## config.mk

```make
export PLATFORM = sky130hd
export DESIGN_NAME = led_matrix_level_meter
export DESIGN_NICKNAME = d
export VERILOG_FILES = /design/src/rtl/lmlm_pkg.sv /design/src/rtl/lmlm_div_cell.sv /design/src/rtl/lmlm_frame.sv /design/src/rtl/led_matrix_level_meter.sv
export SDC_FILE = /design/constraint.sdc
export NUM_CORES = 1
export LEC_CHECK = 0
export ABC_AREA = 1
export BUFFER_PORTS_ARGS = -buffer_cell sky130_fd_sc_hd__buf_2
export CORE_UTILIZATION = 60
export CTS_BUF_LIST = sky130_fd_sc_hd__clkbuf_4 sky130_fd_sc_hd__clkbuf_8 sky130_fd_sc_hd__clkbuf_16
export CTS_CLUSTER_DIAMETER = 150
export DETAILED_ROUTE_END_ITERATION = 8
export PLACE_DENSITY = 0.79
export SYNTH_ARGS = -nofsm -noshare
export SYNTH_HDL_FRONTEND = slang
export SYNTH_SLANG_ARGS = --single-unit
export TNS_END_PERCENT = 30
```

## constraint.sdc

```tcl
create_clock -name i_clk -period 6.6 [get_ports i_clk]
set_input_delay 0.33 -clock i_clk [delete_from_list [all_inputs] [get_ports i_clk]]
set_output_delay 0.33 -clock i_clk [all_outputs]
set_load 0.02 [all_outputs]
```

## src/rtl/lmlm_pkg.sv

```systemverilog
// ----------------------------------------------------------------------------
// lmlm_pkg
// Shared constants and types of the LED bar-graph level meter.
// ----------------------------------------------------------------------------
`default_nettype none

package lmlm_pkg;

    localparam int SAMPLE_W      = 12;
    localparam int BYTE_W        = 8;
    localparam int PROD_W        = 20;
    localparam int QUO_W         = 8;
    localparam int BAND_W        = 3;
    localparam int INDEX_W       = 5;
    localparam int IN_TDATA_W    = 16;
    localparam int OUT_TDATA_W   = 32;

    localparam int SAT_LEVEL     = 2600;
    localparam int BAND_SPAN     = 520;
    localparam int LEDS_PER_BAND = 5;
    localparam int BAND_COUNT    = 5;
    localparam int LED_TOTAL_DEF = 25;

    localparam logic [BYTE_W-1:0] MAX_BRIGHT_RESET = 8'd64;

    typedef struct packed {
        logic [PROD_W-1:0]   rem;
        logic [SAMPLE_W-1:0] dvs;
        logic [QUO_W-1:0]    quo;
        logic [BYTE_W-1:0]   max_bright;
        logic [BAND_W-1:0]   band;
        logic                nonzero;
    } t_div;

    typedef struct packed {
        logic [BYTE_W-1:0] max_bright;
        logic [QUO_W-1:0]  partial;
        logic [BAND_W-1:0] band;
        logic              nonzero;
    } t_frame;

endpackage

`default_nettype wire

```

## src/rtl/lmlm_div_cell.sv

```systemverilog
// ----------------------------------------------------------------------------
// lmlm_div_cell
// One restoring division step; a row of these cells forms the divider.
// ----------------------------------------------------------------------------
`default_nettype none

module lmlm_div_cell #(
    parameter int SHIFT = 0
) (
    input  wire                 i_clk,
    input  wire                 i_rst_n,
    input  wire                 i_adv,
    input  wire                 i_valid,
    input  wire lmlm_pkg::t_div i_data,
    output logic                o_valid,
    output lmlm_pkg::t_div      o_data
);

    logic                        r_valid;
    lmlm_pkg::t_div              r_data;
    lmlm_pkg::t_div              n_data;
    logic [lmlm_pkg::PROD_W:0]   diff;

    always_comb begin
        n_data = i_data;
        diff   = {1'b0, i_data.rem}
               - {1'b0, (lmlm_pkg::PROD_W'(i_data.dvs) << SHIFT)};
        if (!diff[lmlm_pkg::PROD_W]) begin
            n_data.rem        = diff[lmlm_pkg::PROD_W-1:0];
            n_data.quo[SHIFT] = 1'b1;
        end
    end

    always_ff @(posedge i_clk) begin
        if (!i_rst_n) begin
            r_valid <= 1'b0;
        end else if (i_adv) begin
            r_valid <= i_valid;
        end
    end

    always_ff @(posedge i_clk) begin
        if (i_adv) begin
            r_data <= n_data;
        end
    end

    assign o_valid = r_valid;
    assign o_data  = r_data;

endmodule

`default_nettype wire

```

## src/rtl/lmlm_frame.sv

```systemverilog
// ----------------------------------------------------------------------------
// lmlm_frame
// Frame serializer: turns one band result into one output request per LED.
// ----------------------------------------------------------------------------
`default_nettype none

module lmlm_frame #(
    parameter int LED_TOTAL = lmlm_pkg::LED_TOTAL_DEF
) (
    input  wire                               i_clk,
    input  wire                               i_rst_n,
    input  wire                               i_valid,
    output logic                              o_ready,
    input  wire lmlm_pkg::t_frame             i_data,
    output logic                              o_valid,
    input  wire                               i_ready,
    output logic [lmlm_pkg::INDEX_W-1:0]      o_led_index,
    output logic [lmlm_pkg::BYTE_W-1:0]       o_red,
    output logic                              o_last
);

    localparam int CW  = $clog2(LED_TOTAL);
    localparam int LBW = $clog2(LED_TOTAL / lmlm_pkg::LEDS_PER_BAND + 1);

    logic                          r_active;
    logic                          r_ovalid;
    logic [CW-1:0]                 r_cnt;
    logic [2:0]                    r_sub;
    logic [LBW-1:0]                r_lband;
    lmlm_pkg::t_frame              r_frame;
    logic [CW-1:0]                 r_oidx;
    logic [lmlm_pkg::BYTE_W-1:0]   r_ored;
    logic                          r_olast;

    logic                          out_free;
    logic                          is_last;
    logic                          take;
    logic [lmlm_pkg::BYTE_W-1:0]   n_level;
    logic [lmlm_pkg::BYTE_W-1:0]   n_red;

    assign out_free = !r_ovalid || i_ready;
    assign is_last  = (r_cnt == CW'(LED_TOTAL - 1));
    assign o_ready  = !r_active || (out_free && is_last);
    assign take     = i_valid && o_ready;

    always_comb begin
        n_level = '0;
        if (r_frame.nonzero && (int'(r_lband) < lmlm_pkg::BAND_COUNT)) begin
            if (int'(r_lband) < int'(r_frame.band)) begin
                n_level = r_frame.max_bright;
            end else if (int'(r_lband) == int'(r_frame.band)) begin
                n_level = r_frame.partial;
            end
        end
        for (int b = 0; b < lmlm_pkg::BYTE_W; b++) begin
            n_red[b] = n_level[lmlm_pkg::BYTE_W-1-b];
        end
    end

    always_ff @(posedge i_clk) begin
        if (!i_rst_n) begin
            r_active <= 1'b0;
            r_ovalid <= 1'b0;
            r_cnt    <= '0;
            r_sub    <= '0;
            r_lband  <= '0;
        end else begin
            if (out_free) begin
                r_ovalid <= r_active;
            end
            if (out_free && r_active) begin
                r_cnt <= r_cnt + 1'b1;
                if (r_sub == 3'(lmlm_pkg::LEDS_PER_BAND - 1)) begin
                    r_sub   <= '0;
                    r_lband <= r_lband + 1'b1;
                end else begin
                    r_sub <= r_sub + 1'b1;
                end
                if (is_last) begin
                    r_active <= 1'b0;
                end
            end
            if (take) begin
                r_active <= 1'b1;
                r_cnt    <= '0;
                r_sub    <= '0;
                r_lband  <= '0;
            end
        end
    end

    always_ff @(posedge i_clk) begin
        if (take) begin
            r_frame <= i_data;
        end
        if (out_free && r_active) begin
            r_oidx  <= r_cnt;
            r_ored  <= n_red;
            r_olast <= is_last;
        end
    end

    assign o_valid     = r_ovalid;
    assign o_led_index = lmlm_pkg::INDEX_W'(r_oidx);
    assign o_red       = r_ored;
    assign o_last      = r_olast;

endmodule

`default_nettype wire

```

## src/rtl/led_matrix_level_meter.sv

```systemverilog
// ----------------------------------------------------------------------------
// led_matrix_level_meter
// Bar-graph level meter: one ADC sample in, one frame of LED words out.
// ----------------------------------------------------------------------------
// Each accepted sample produces LED_TOTAL output requests, one per clock while
// the sink is ready, the final one marked by tlast. The first word of a frame
// follows the accepted sample through two input stages (saturate
// and band select, then brightness times sample) and an eight-cell division
// pipeline. Samples are taken every cycle while the pipeline has room; the
// sustained rate is set by the serializer, which sends one LED word per cycle
// while the sink is ready.
`default_nettype none

module led_matrix_level_meter #(
    parameter int LED_TOTAL = lmlm_pkg::LED_TOTAL_DEF
) (
    input  wire                                  i_clk,
    input  wire                                  i_rst_n,
    input  wire                                  i_cfg_wr_en,
    input  wire  [lmlm_pkg::BYTE_W-1:0]          i_cfg_wr_data,
    input  wire                                  s_axis_tvalid,
    output logic                                 s_axis_tready,
    // [11:0] sample, [15:12] zero.
    input  wire  [lmlm_pkg::IN_TDATA_W-1:0]      s_axis_tdata,
    output logic                                 m_axis_tvalid,
    input  wire                                  m_axis_tready,
    // [4:0] led_index, [12:5] green, [20:13] red, [28:21] blue, [31:29] zero.
    output logic [lmlm_pkg::OUT_TDATA_W-1:0]     m_axis_tdata,
    output logic                                 m_axis_tlast
);

    localparam int NC = lmlm_pkg::QUO_W;

    logic [lmlm_pkg::BYTE_W-1:0]     r_max_bright;

    logic                            adv;
    logic [lmlm_pkg::SAMPLE_W-1:0]   n_val;
    logic [lmlm_pkg::BAND_W-1:0]     n_band;

    logic                            r_a_valid;
    logic [lmlm_pkg::SAMPLE_W-1:0]   r_a_val;
    logic [lmlm_pkg::BAND_W-1:0]     r_a_band;
    logic [lmlm_pkg::BYTE_W-1:0]     r_a_max;
    logic                            r_a_nz;

    logic                            r_b_valid;
    lmlm_pkg::t_div                  r_b_data;

    logic                            chain_valid [NC+1];
    lmlm_pkg::t_div                  chain_data  [NC+1];

    lmlm_pkg::t_frame                frame_in;
    logic                            frame_ready;
    logic [lmlm_pkg::INDEX_W-1:0]    led_index;
    logic [lmlm_pkg::BYTE_W-1:0]     red;

    always_ff @(posedge i_clk) begin
        if (!i_rst_n) begin
            r_max_bright <= lmlm_pkg::MAX_BRIGHT_RESET;
        end else if (i_cfg_wr_en) begin
            r_max_bright <= i_cfg_wr_data;
        end
    end

    assign adv           = !chain_valid[NC] || frame_ready;
    assign s_axis_tready = adv;

    always_comb begin
        if (s_axis_tdata[lmlm_pkg::SAMPLE_W-1:0] > lmlm_pkg::SAMPLE_W'(lmlm_pkg::SAT_LEVEL)) begin
            n_val = lmlm_pkg::SAMPLE_W'(lmlm_pkg::SAT_LEVEL);
        end else begin
            n_val = s_axis_tdata[lmlm_pkg::SAMPLE_W-1:0];
        end
        priority if (n_val >= lmlm_pkg::SAMPLE_W'(4 * lmlm_pkg::BAND_SPAN)) begin
            n_band = 3'd4;
        end else if (n_val >= lmlm_pkg::SAMPLE_W'(3 * lmlm_pkg::BAND_SPAN)) begin
            n_band = 3'd3;
        end else if (n_val >= lmlm_pkg::SAMPLE_W'(2 * lmlm_pkg::BAND_SPAN)) begin
            n_band = 3'd2;
        end else if (n_val >= lmlm_pkg::SAMPLE_W'(lmlm_pkg::BAND_SPAN)) begin
            n_band = 3'd1;
        end else begin
            n_band = 3'd0;
        end
    end

    always_ff @(posedge i_clk) begin
        if (!i_rst_n) begin
            r_a_valid <= 1'b0;
            r_b_valid <= 1'b0;
        end else if (adv) begin
            r_a_valid <= s_axis_tvalid;
            r_b_valid <= r_a_valid;
        end
    end

    always_ff @(posedge i_clk) begin
        if (adv) begin
            r_a_val           <= n_val;
            r_a_band          <= n_band;
            r_a_max           <= r_max_bright;
            r_a_nz            <= (n_val != '0);
            r_b_data.rem      <= lmlm_pkg::PROD_W'(r_a_max) * lmlm_pkg::PROD_W'(r_a_val);
            r_b_data.dvs      <= lmlm_pkg::SAMPLE_W'(lmlm_pkg::BAND_SPAN * (int'(r_a_band) + 1));
            r_b_data.quo      <= '0;
            r_b_data.max_bright <= r_a_max;
            r_b_data.band     <= r_a_band;
            r_b_data.nonzero  <= r_a_nz;
        end
    end

    assign chain_valid[0] = r_b_valid;
    assign chain_data[0]  = r_b_data;

    for (genvar g = 0; g < NC; g++) begin : g_cell
        lmlm_div_cell #(
            .SHIFT (NC - 1 - g)
        ) u_cell (
            .i_clk   (i_clk),
            .i_rst_n (i_rst_n),
            .i_adv   (adv),
            .i_valid (chain_valid[g]),
            .i_data  (chain_data[g]),
            .o_valid (chain_valid[g+1]),
            .o_data  (chain_data[g+1])
        );
    end

    assign frame_in.max_bright = chain_data[NC].max_bright;
    assign frame_in.partial    = chain_data[NC].quo;
    assign frame_in.band       = chain_data[NC].band;
    assign frame_in.nonzero    = chain_data[NC].nonzero;

    lmlm_frame #(
        .LED_TOTAL (LED_TOTAL)
    ) u_frame (
        .i_clk       (i_clk),
        .i_rst_n     (i_rst_n),
        .i_valid     (chain_valid[NC]),
        .o_ready     (frame_ready),
        .i_data      (frame_in),
        .o_valid     (m_axis_tvalid),
        .i_ready     (m_axis_tready),
        .o_led_index (led_index),
        .o_red       (red),
        .o_last      (m_axis_tlast)
    );

    assign m_axis_tdata = {3'b000, 8'h00, red, 8'h00, led_index};

`ifndef ASSERT_OFF
    a_last_index : assert property (@(posedge i_clk) disable iff (!i_rst_n)
        (m_axis_tvalid && m_axis_tlast)
            |-> (m_axis_tdata[4:0] == lmlm_pkg::INDEX_W'(LED_TOTAL - 1)))
        else $error("tlast on a word that is not the final LED");

    a_index_step : assert property (@(posedge i_clk) disable iff (!i_rst_n)
        (m_axis_tvalid && m_axis_tready && !m_axis_tlast)
            |=> (m_axis_tvalid && (m_axis_tdata[4:0] == $past(m_axis_tdata[4:0]) + 5'd1)))
        else $error("LED words of a frame are not contiguous");

    a_dark_channels : assert property (@(posedge i_clk) disable iff (!i_rst_n)
        m_axis_tvalid |-> ((m_axis_tdata[12:5] == 8'h00) && (m_axis_tdata[28:21] == 8'h00)))
        else $error("green or blue byte is not zero");
`endif

endmodule

`default_nettype wire
```

* Word level (Yosys, flattened, before mapping) *
Index checks and enable logic that the tools add are counted.

word-level totals
  register bits after elaboration = 465
  input bits = 29
  output and inout bits = 35
  word-level logic and storage cells = 143

operators by class
  add/subtract/negate cells = 12
  $mul = 2
  order comparisons = 7
  eq/ne operators = 3
  muxes and demuxes = 17
  bitwise operators = 1
  reductions and logical operators = 16

operator list
  cell                                                                                   count
  20-bit 2-to-1 mux                                                                      7
  12-bit by 11-bit greater-or-equal comparator with 1-bit output, second input constant  2
  20-bit by 12-bit subtractor with 21-bit output                                         1
  20-bit by 13-bit subtractor with 21-bit output                                         1
  20-bit by 14-bit subtractor with 21-bit output                                         1
  20-bit by 15-bit subtractor with 21-bit output                                         1
  20-bit by 16-bit subtractor with 21-bit output                                         1
  20-bit by 17-bit subtractor with 21-bit output                                         1
  20-bit by 18-bit subtractor with 21-bit output                                         1
  20-bit by 19-bit subtractor with 21-bit output                                         1
  8-bit by 12-bit multiplier with 20-bit output                                          1
  8-bit 2-to-1 mux                                                                       2
  12-bit by 10-bit greater-or-equal comparator with 1-bit output, second input constant  1
  12-bit greater-or-equal comparator, second input constant                              1
  12-bit > comparator, second input constant                                             1
  12-bit 2-to-1 mux                                                                      1
  12-bit nonzero test                                                                    1
  7-bit by 4-bit multiplier with 9-bit output, first input constant                      1
  3-bit by 1-bit adder with 3-bit output, second input constant                          2
  5-bit by 1-bit adder with 5-bit output, second input constant                          1
  5-bit equality test, second input constant                                             1
  3-bit by 1-bit adder with 4-bit output, second input constant                          1
  1-bit logical AND                                                                      4
  1-bit 2-to-1 mux                                                                       4
  12 further kinds                                                                       19

* Logic depth before layout (Yosys ltp) *
  depth in word-level cells = 7
  gate-level depth with buffers = 20
  gate-level depth less buffers = 19

* Modules after synthesis *
From an unflattened synthesis, not the netlist that was laid out.

unflattened totals
  cell total of the unflattened synthesis = 3156
  area, all modules = 30160.2 um2

by module, submodules not included
  module                             times used  cells each  area an instance (um2)  sequential area each (um2)
  led_matrix_level_meter             1           657         5846.9                  2001.9
  lmlm_div_cell at g_cell[7].u_cell  1           312         2946.6                  1581.5
  lmlm_div_cell at g_cell[6].u_cell  1           312         2935.3                  1581.5
  lmlm_div_cell at g_cell[4].u_cell  1           313         2874.0                  1581.5
  lmlm_div_cell at g_cell[5].u_cell  1           289         2790.2                  1581.5
  lmlm_div_cell at g_cell[3].u_cell  1           275         2772.7                  1581.5
  lmlm_div_cell at g_cell[2].u_cell  1           281         2720.1                  1581.5
  lmlm_div_cell at g_cell[1].u_cell  1           269         2635.0                  1581.5
  lmlm_div_cell at g_cell[0].u_cell  1           257         2627.5                  1581.5
  lmlm_frame                         1           191         2011.9                  1281.2

* Least setup slack after synthesis *
No wires, ideal clock.

  path kind = reg2reg
  from = register u_frame.r_cnt[0]
  to = register r_b_data (netlist bit chain_data[416]) (enable)
  library setup time = 557 ps
  arrival = 4976 ps
  required time = 6043 ps
  slack = 1067 ps
  cell stages (with the launch flop) = 10
  path buffers = 1
  clock period less this slack = 5533 ps
  path through = dfxtp_1 -> inv_1 -> ha_1 -> nand2_1 -> nor3_1 -> nand2_1 -> nand2_1 -> inv_1 -> nand2_1 -> buf_2

on the way
  cells in the longest elaborated chain, start to end = 4

RTL lines
  what                    RTL line                      RTL
  from (decl)             lmlm_frame.sv:27              logic [CW-1:0] r_cnt;
  from (signal assigned)  lmlm_frame.sv:72              r_cnt <= r_cnt + 1'b1;
  5-bit equality test     lmlm_frame.sv:42              assign is_last = (r_cnt == CW'(LED_TOTAL - 1));
  net u_frame.is_last     lmlm_frame.sv:36              logic is_last;
  1-bit logical AND       lmlm_frame.sv:43              assign o_ready = !r_active || (out_free && is_last);
  1-bit logical OR        lmlm_frame.sv:43
  1-bit logical OR        led_matrix_level_meter.sv:65  assign adv = !chain_valid[NC] || frame_ready;
  net s_axis_tready       led_matrix_level_meter.sv:22  output logic s_axis_tready,
  to (decl)               led_matrix_level_meter.sv:47  lmlm_pkg::t_div r_b_data;

The timed path passes the listed nets, and every way through them passes these cells.
A chain may end at the register's enable or synchronous reset.

* Final worst setup path *
  from = register r_a_max[7] in the netlist's numbering
  to = register r_b_data (netlist bit chain_data[460]) (data pin)

on the way
  cells in the longest elaborated chain, start to end = 1

RTL lines
  what                                           RTL line                       RTL
  from (decl)                                    led_matrix_level_meter.sv:43   logic [lmlm_pkg::BYTE_W-1:0] r_a_max;
  from (signal assigned)                         led_matrix_level_meter.sv:101  r_a_max <= r_max_bright;
  8-bit by 12-bit multiplier with 20-bit output  led_matrix_level_meter.sv:103  r_b_data.rem <= lmlm_pkg::PROD_W'(r_a_max) * lmlm_pkg::PROD_W'(r_a_val);

Every way passes these cells.

==> results by group <==
Run status
  – Status: finished, final reports clean

Timing
  – Final period util: 71.2%
  – Slew Viols, Final: 0
  – Final Setup Violations: 0
  – Setup ws final: 1900 ps
  – RSZ-0062 raised after global routing: false
  – Slew @ Worst Pin: 1020 ps
  – Peak Freq: between 200 and 250 MHz
  – Setup tns final: 0 ps
  – Final hold vios: 0
  – Max_slew headroom: 31.8%
  – Worst Hold Slack: roughly 22 ps
  – Tmin final: 4700 ps
  – Worst-case clock skew: 30.1 ps

Clock tree
  – CTS buffer count: 40
  – Sink Count: between 400 and 500
  – CTS H-Tree Depth: 2
  – Post-CTS resize count: 0
  – Clk root buf: clkbuf_16
  – Clk pin slew, worst setup/hold paths: around 60 ps
  – Clock buffer depth: 3
  – CTS tree: built
  – Worst-Skew Late Latency: ~550 ps

Power
  – PwrDens: roughly 410 mW/mm^2
  – Overall power: 9.11 mW
  – VDD IR max: 0.249 mV
  – Static Leak: 10.2 nW

Layout
  – Fin area: 0.0223 sq mm
  – Nets@finish: 2,098
  – Layout Utilization: 67.8%
  – Share of cells above drive strength 1: 8.07%
  – # diodes: 0
  – Layout Cells excl Fill: 2,374
  – Area grow syn2layout: 9.95%

Job
  – MaxCap Viol Count: 0

Route
  – DRC errors left: 0
  – Via count: between 10,000 and 15,000
  – Detailed Routing Iterations Pass 1: 5
  – DR iter-0 viols: between 700 and 800
  – WL final: around 34,000 um
  – Wire per inst: 14.3 um
  – Drt via density: 5.26
  – Antenna Nets Post-Route: 0

Die
  – Ports: 64
  – Core Box Area: 0.0329 sq mm
  – Starting Density: 61.7%
  – Die Ht: 186 um
  – Die area: 0.0345 sq mm
  – Row cnt: 66
  – Die X: ~190 um

Yosys
  – Adder-Cell Fraction of Synth Area: 12.9%
  – Syn. warnings: 0
  – Number of synthesized flops with an enable pin: 370
  – Xor and xnor fraction of the mapped netlist area: 2.98%
  – Syn avg cell area: 11.0 sq um
  – Post-synthesis mux area share: 0.0494%
  – Post-synth top flop: edfxtp_1
  – Syn Std Cell Area: a little over 0.02 sq mm
  – Combinational family with the most area after synthesis: adder cells
  – Cells after synthesis: 1,847
  – Compound-Gate Fraction of Synth Area: roughly 5.7%
  – Flops & latches, synth: between 400 and 500
  – Library cells used by synthesis: 51
  – Ys async rst share: 0%
  – Synth Area in Simple Gates: 12.6%
  – Sequential area share after synthesis: 57.9%

Global routing
  – Antenna violations before repair: 0
  – Vias in the first global route: roughly 13,000
  – First-pass GRT wire length: 58,000 um
  – Grt ovf: 0
  – Overall Global Routing Usage: 21.1%
  – Largest net degree at the start of global routing: 157

Min path
  – Hold WC Path Type: input port to flip-flop
  – Hold path depth: 3

Critical path
  – Worst EP arrival: 4970 ps
  – Worst setup EP type: flip-flop
  – WP data required: between 6000 and 7000 ps
  – Crit Path Category: flip-flop to flip-flop
  – Worst setup SP type: flip-flop
  – Worst R2R Path Depth: 14
  – Critical path peak fanout: 13

Placed design
  – Hpwl dp: 23,200 um
  – Placer Congestion: 0.874
  – Placed Cells: 2,298
  – Dpl cell area: between 0.02 and 0.025 sq mm
  – Port bufs: 40
  – DP Worst Slack: 1910 ps
==> report_power, final <==
group	internal, mW	switching, mW	leakage (nW)
Clock	1.45	0.961	0.712
Combinational	1.11	1.66	5.31
Sequential	3.60	0.328	4.16
==> repair_timing <==
action / CTS / global route
setup buffers: 0 / 0
endpoints found under the hold margin: 2 / 0
hold buffers: 2 / 0
==> worst max-delay path, stage by stage (launching register included) <==
cell and delay (ps):
edfxtp_1 640, nand2_1 150, fa_1 530, fa_1 540, inv_1 60, fa_1 530
inv_1 60, fa_1 530, inv_1 50, ha_1 350, a21oi_1 200, a21boi_1 260
o21ai_0 190, a31oi_1 230, xnor2_1 100
==> cells by family after synthesis <==
logic type	after synthesis
flops	401
other cells	1
simple gates	607
xor+xnor	69
buf+inv	393
compound gates	206
mux	1
fa+ha+maj	169
==> layout make-up <==
class	count	area, sq um
clock buffers	47	1070
clock inverters	27	375
fillers	2341	10600
inverters	340	1280
multi-input cells	1071	7020
flip-flops and latches	401	11700
well taps	442	553
repair buffers	46	263
==> path summary, 6_finish.rpt <==
check,to,start,slack (ps)
hold / removal,r_max_bright[1]$_SDFFE_PN0P_,i_cfg_wr_data[1],20
hold reg to reg,g_cell[3].u_cell.o_data[9]$_DFFE_PP_,g_cell[2].u_cell.o_data[9]$_DFFE_PP_,390
setup / recovery,chain_data[460]$_DFFE_PP_,r_a_max[7]$_DFFE_PP_,1900
setup reg to reg,chain_data[460]$_DFFE_PP_,r_a_max[7]$_DFFE_PP_,1900
==> layout by cell type (no fill, tap or decap), types with 4 or more instances in the layout <==
| master | count |
|---|---|
| clkinv_2 | 7 |
| a21oi_1 | 93 |
| nand2_2 | 9 |
| o21ai_1 | 42 |
| nor2_1 | 125 |
| o21ai_0 | 29 |
| fa_1 | 67 |
| xor2_1 | 43 |
| nand4_1 | 12 |
| o21bai_1 | 11 |
| bufinv_16 | 7 |
| nand3_1 | 70 |
| conb_1 | 19 |
| o211ai_1 | 7 |
| buf_2 | 40 |
| xnor2_1 | 26 |
| edfxtp_1 | 370 |
| inv_2 | 13 |
| dfxtp_1 | 31 |
| nor2_2 | 4 |
| inv_1 | 326 |
| clkbuf_16 | 40 |
| ha_1 | 102 |
| o21a_1 | 4 |
| or2_2 | 7 |
| nand2_1 | 335 |
| nand3b_1 | 7 |
| clkinv_1 | 5 |
| a31oi_1 | 5 |
| clkbuf_4 | 5 |
| nor3_1 | 20 |
| a21boi_1 | 4 |
==> cell usage after synthesis (6+ instances only) <==
| cell type | count | area, sq um |
|---|---|---|
| o21ai_0 | 29 | 145 |
| xnor2_1 | 26 | 228 |
| nand3b_1 | 7 | 52.6 |
| a21oi_1 | 93 | 465 |
| nor3_1 | 20 | 100 |
| o211ai_1 | 7 | 52.6 |
| buf_4 | 19 | 143 |
| nand2_2 | 9 | 56.3 |
| o21bai_1 | 11 | 82.6 |
| nand2_1 | 336 | 1260 |
| nor2_1 | 125 | 469 |
| dfxtp_1 | 31 | 621 |
| o21ai_1 | 42 | 210 |
| clkbuf_2 | 6 | 30.0 |
| fa_1 | 67 | 1340 |
| inv_2 | 13 | 48.8 |
| edfxtp_1 | 370 | 11100 |
| clkbuf_1 | 18 | 67.6 |
| nand4_1 | 12 | 75.1 |
| xor2_1 | 43 | 377 |
| nand3_1 | 70 | 350 |
| ha_1 | 102 | 1280 |
| inv_1 | 326 | 1220 |
| or2_2 | 7 | 43.8 |
==> registers in the layout, summed over array words and instances (netlist names), 8 cells and up <==
name	cells
g_cell.u_cell.o_data	279
chain_data	33
u_frame.r_frame	20
r_a_val	12
g_cell.u_cell.o_valid	8
r_a_max	8
r_max_bright	8
u_frame.o_red	8
==> metal layers <==
metal	vias up	track usage [%]	wire, um
met3	104	3.11	1240
met2	293	41.0	18700
met5	-	0	0
met4	0	9.11	1310
met1	5960	22.4	12800
li1	6137	-	-
No activity file was read; power rests on OpenSTA's default activity.
